`config.mk`:
```
export PLATFORM = sky130hd
export DESIGN_NAME = lpi_div_cell
export DESIGN_NICKNAME = d
export VERILOG_FILES = /design/src/line_plane_intersection_defines.svh /design/src/lpi_pkg.sv /design/src/lpi_div_cell.sv
export SDC_FILE = /design/constraint.sdc
export NUM_CORES = 1
export LEC_CHECK = 0
export BUFFER_PORTS_ARGS = -buffer_cell sky130_fd_sc_hd__clkbuf_2
export CORE_AREA = 5 5 358 360
export DETAILED_ROUTE_END_ITERATION = 8
export DIE_AREA = 0 0 363 365
export GPL_TIMING_DRIVEN = 0
export SLEW_MARGIN = 40
export SYNTH_ARGS = -nofsm -noshare
export SYNTH_HDL_FRONTEND = slang
export SYNTH_SLANG_ARGS = --single-unit
```
`constraint.sdc`:
```
create_clock -name clock -period 11.3 [get_ports clock]
set_clock_uncertainty 0.15 [all_clocks]
set_input_delay 2.26 -clock clock [delete_from_list [all_inputs] [get_ports clock]]
set_output_delay 2.26 -clock clock [all_outputs]
set_load 0.01 [all_outputs]
```
`src/line_plane_intersection_defines.svh`:
```
// ----------------------------------------------------------------------------
// line_plane_intersection_defines
// Assertion macros used by the line/plane intersection back end (lpi_back).
// ----------------------------------------------------------------------------
`ifndef LINE_PLANE_INTERSECTION_DEFINES_SVH
`define LINE_PLANE_INTERSECTION_DEFINES_SVH

// same-cycle implication
`define LPI_ASSERT_IMPLY(lbl, clk, rst, ante, cons) \
   lbl: assert property (@(posedge clk) disable iff (rst) (ante) |-> (cons)) \
      else $error("lpi check failed");

// next-cycle implication
`define LPI_ASSERT_NEXT(lbl, clk, rst, ante, cons) \
   lbl: assert property (@(posedge clk) disable iff (rst) (ante) |=> (cons)) \
      else $error("lpi check failed");

`endif

```
`src/lpi_pkg.sv`:
```
// ----------------------------------------------------------------------------
// lpi_pkg
// Widths, codes and the record that walks through the divider chain.
// ----------------------------------------------------------------------------
`default_nettype none
package lpi_pkg;
   localparam int FRAC_BITS   = 16;
   localparam int COORD_WIDTH = 32;
   localparam int DIFF_WIDTH  = COORD_WIDTH + 1;
   localparam int UFRAC       = 32;
   // magnitude width of nom and den, also number of quotient bits
   localparam int MAG_WIDTH   = 2 * COORD_WIDTH + 2;
   localparam int SUM_WIDTH   = MAG_WIDTH + 1;
   localparam int DIV_STAGES  = MAG_WIDTH;
   localparam int THR_WIDTH   = 16;
   localparam int UL_WIDTH    = 34;
   localparam int UH_WIDTH    = SUM_WIDTH - UL_WIDTH;

   localparam logic REG_SEGMENT_MODE       = 1'b0;
   localparam logic REG_PARALLEL_THRESHOLD = 1'b1;

   typedef enum logic [1:0] {
      ST_HIT      = 2'd0,
      ST_PARALLEL = 2'd1,
      ST_OUTSIDE  = 2'd2
   } status_type;

   typedef struct packed {
      logic                                  valid;
      logic [MAG_WIDTH-1:0]                  rem;
      logic [MAG_WIDTH-1:0]                  nrest;
      logic [MAG_WIDTH-1:0]                  quo;
      logic [MAG_WIDTH-1:0]                  dmag;
      logic                                  neg;
      logic                                  ovf;
      logic                                  par;
      logic [2:0][COORD_WIDTH-1:0]           p1;
      logic [2:0][DIFF_WIDTH-1:0]            dir;
   } div_type;
endpackage
`default_nettype wire

```
`src/lpi_div_cell.sv`:
```
// ----------------------------------------------------------------------------
// lpi_div_cell
// One restoring-division step: one quotient bit per cell.
// ----------------------------------------------------------------------------
`default_nettype none
module lpi_div_cell (
   input  wire logic     clock,
   input  wire logic     reset,
   input  wire logic     en,
   input  lpi_pkg::div_type din,
   output lpi_pkg::div_type dout
);
   import lpi_pkg::*;

   div_type              data_ff, data_in;
   logic                 valid_ff;
   logic [MAG_WIDTH:0]   trial, diff;
   logic                 take;

   // shift in next numerator bit, try subtracting divisor
   always_comb begin
      trial   = {din.rem, din.nrest[MAG_WIDTH-1]};
      diff    = trial - {1'b0, din.dmag};
      take    = trial >= {1'b0, din.dmag};
      data_in       = din;
      data_in.rem   = take ? diff[MAG_WIDTH-1:0] : trial[MAG_WIDTH-1:0];
      data_in.nrest = din.nrest << 1;
      data_in.quo   = {din.quo[MAG_WIDTH-2:0], take};
   end

   always_ff @(posedge clock) begin
      if (en) begin
         data_ff <= data_in;
      end
   end

   always_ff @(posedge clock) begin
      if (reset) begin
         valid_ff <= 1'b0;
      end else if (en) begin
         valid_ff <= din.valid;
      end
   end

   always_comb begin
      dout       = data_ff;
      dout.valid = valid_ff;
   end
endmodule
`default_nettype wire

```
# --- Word level (Yosys, flattened, before mapping) ---
# Cells that the tools add are included.
# W data, S select, Z words.
op_classes:
  addsub: 1
  n_lt_le_gt_ge: 1
  n_mux: 1
ops:
  columns: ["operator", "n"]
  rows:
  - ["$ge A67 B66 Y1", 1]
  - ["$mux W66", 1]
  - ["$sub A66 B66 Y66", 1]
word_totals:
  output_inout_bits: 463
  reg_bits: 462

# --- Logic depth before layout (Yosys ltp) ---
depth:
  ltp_word: 2
  ltp_mapped: 15

# --- Worst setup path after synthesis ---
# Ideal clock, no wire load.
synth_path:
  kind: "input-to-reg"
  from: "in din[395] (netlist name)"
  to: "reg data_ff, in the netlist dout[452], data pin"
  setup_ps: 169
  setup_slack_ps: 5924
  path_stages: 13
  arrival_ps: 5057
  path_cell_list: "inv_1 > ha_1 > inv_1 > fa_1 > a21o_1 > a221o_1 > a211oi_2 > o211ai_1 > a21oi_2 > o221ai_1 > a21o_1 > mux2_2 > o31ai_1"
synth_lines:
  columns: ["element", "line_no", "rtl"]
  rows:
  - ["from (decl)", "lpi_div_cell.sv:10", "input lpi_pkg::div_type din,"]
  - ["to (signal assigned)", "lpi_div_cell.sv:33", "data_ff <= data_in;"]
  - ["to (decl)", "lpi_div_cell.sv:15", "div_type data_ff, data_in;"]

==> run metrics <==
run status finished, final reports clean; Synth async-reset ratio 0%; vias 15700; met1 Usage GRT 17.7%; Lkg Pwr 11.9 nW; largest net degree at the start of global routing 71; met2 Resource Use GR 30.9%; Fin. Hold Viols 0; input/output buffers 926; clk root buf clkbuf_16; Area Growth Syn to Fin 47.4%; H-tree levels 2; insertion delay to the later sink of the worst-skew pair 0.66 ns; dominant synthesized flop cell edfxtp_1; most frequent cells in the layout 926 x clkbuf_2, 461 x edfxtp_1, 133 x nand2_1; met3 Resource Use GR 8.73%; Critical Path AT 6.59 ns; Clock Pin Slew Worst Setup and Hold Paths 0.06 ns; #FFs+latches synth 462; # Max-Cap Violations 0; pwr/cell area 176 nW/µm²; final wirelength 121000 µm; CP required 11.62 ns; crit-path max FO 5; Worst Slack Setup Final 5.03 ns; Nets 2833; CP Capture Point dout[452]; dpl ws 4.09 ns; Critical Setup Path Class input port to flip-flop; post-synthesis cell area 18900 µm²; Tot GR Track Use 17.2%; Slew @ Worst Pin 0.893 ns; cts hold-fix bufs 0; reg2reg path depth 2; clock buffer depth 3; grt peak-use layer met2; Routed Antenna Nets 0; main area contributors after synthesis edfxtp_1 73%, ha_1 4.4%, o21ai_0 2.8%, nand2_1 2.6%, a21oi_1 2.2%; first-pass GRT wire length 149000 µm; Die Y 365 µm; placed wire-length estimate 104000 µm; Hold Crit Class flip-flop to flip-flop; EDFF count, synth 461; Die Wd 363 µm; sequential-to-total area share from yosys stat 73.2%; Crit. Startpoint din[198]; Max Slew Vio Count 0; area leader, netlist edfxtp_1; drt first pass iters 4; initial antenna violation count 103; Placed Instances 3890; Reg2Reg Launch Point valid_ff; via/cell ratio 3.91; CTS tree done; Post-route DRC 0; Gate Count Post-Synth 1306; Ys Warns 0; total core area 125000 µm²; Peak supply drop 0.111 mV; Post CTS Setup Buffer Count 0; period utilization 55.5%; final core occ 22.4%; fin cells 4016; Max Clock Freq 159 MHz; RSZ-0062 raised after global routing no; most common cell after layout, fill and taps aside clkbuf_2; Tot Pwr 4.91 mW; FP Rows 130; Ports 929; placer's final routability congestion estimate 0.869; share of layout cells above drive strength 1 45.2%; top-area cell type share of the netlist area 73.1%; Max-slew headroom 40.5%; reg2reg end valid_ff; grt ovf 0; Final Setup Violations 0; syn_nets 1839; syn avg cell area 14.5 µm²; vias in the first global route 15200; DIE AREA 132000 µm²; Initial Util 15.2%; DR WL/cell 30.0 µm; Synth cell types 67; Sum Neg Setup Slack 0 ns; register-to-register setup slack 10.56 ns; CTS resizes 0; TritonCTS Buffers 58; CP startpoint kind input port; crit end category flip-flop; Initial DRC Count 1208; CTS sink cnt 462; minimum clock period 6.27 ns
flip-flops by register name, summed over array words and instances, names as in the netlist:
| register | cells |
|---|---|
| dout | 461 |
| valid_ff | 1 |
Yosys cell counts (all sizes together), types with 22 or more instances:
cell / instances
nand2: 133
nor2: 60
a21oi: 86
xnor2: 27
nand4: 22
ha: 66
a21o: 27
o21ai: 108
inv: 82
xor2: 29
edfxtp: 461
clkbuf: 33
worst max-delay path, cell delays in order:
cell      delay (ns)
clkbuf_2        0.13
ha_1            0.18
inv_1           0.06
fa_1            0.40
a21o_1          0.34
a221o_1         0.46
a211oi_2        0.35
o211ai_1        0.28
a21oi_2         0.58
o221ai_1        0.57
a21o_1          0.39
mux2_2          0.30
o31ai_1         0.26
layout make-up:
cell class	instances	area, µm²
fill	13500	96900
sequential	462	13900
timing repair buffer	934	4840
multi-input combinational	723	4620
tap	1650	2060
clock buffer	61	1480
clock inverter	48	508
inverter	82	308
buffer	39	173
antenna	17	42.5
per-layer routing:
metal,vias to the layer above,part of all wire [%],wire (µm)
met5,-,0.27,330
met4,50,2.6,3160
met3,226,13,15200
met2,880,50,60400
met1,7601,34,41400
li1,6953,-,-
logic make-up after synthesis:
kind of cell / Yosys count / synth area share, %
buffers and inverters: 121 / 2.53
DFF: 462 / 73.2
adders and majority gates: 67 / 4.47
and+or+nand+nor: 287 / 6.95
other: 1 / 0.0198
xor gates and xnor gates: 56 / 2.59
AOI/OAI and AO/OA: 307 / 9.90
muxes: 5 / 0.284
per-stage QoR:
stage                     cell area, µm²  hold WS (ns)
after floorplan                    18900         0.312
after global placement             25600         0.336
final                              27900         0.367
after global routing               27900         0.421
after CTS                          27900         0.363
after detailed placement           25900         0.348
how the worst min path moves through the flow:
| stage | end | from | cells past startpoint | slack, ns |
|---|---|---|---|---|
| 2_1_floorplan | valid_ff | valid_ff | 2 | 0.31 |
| 3_3_place_gp | valid_ff | valid_ff | 2 | 0.34 |
| 3_5_place_dp | valid_ff | valid_ff | 2 | 0.35 |
| 4_1_cts | valid_ff | valid_ff | 2 | 0.36 |
| 5_1_grt | valid_ff | valid_ff | 2 | 0.42 |
| 6_report | valid_ff | valid_ff | 2 | 0.37 |
power by group:
part / switching, mW / leakage (nW) / total [mW] / internal (mW)
combinational: 0.544 / 6.36 / 0.822 / 0.278
clock: 0.844 / 0.976 / 1.97 / 1.13
sequential: 0.0467 / 4.52 / 2.12 / 2.07
(Power assumes the default switching activity.)
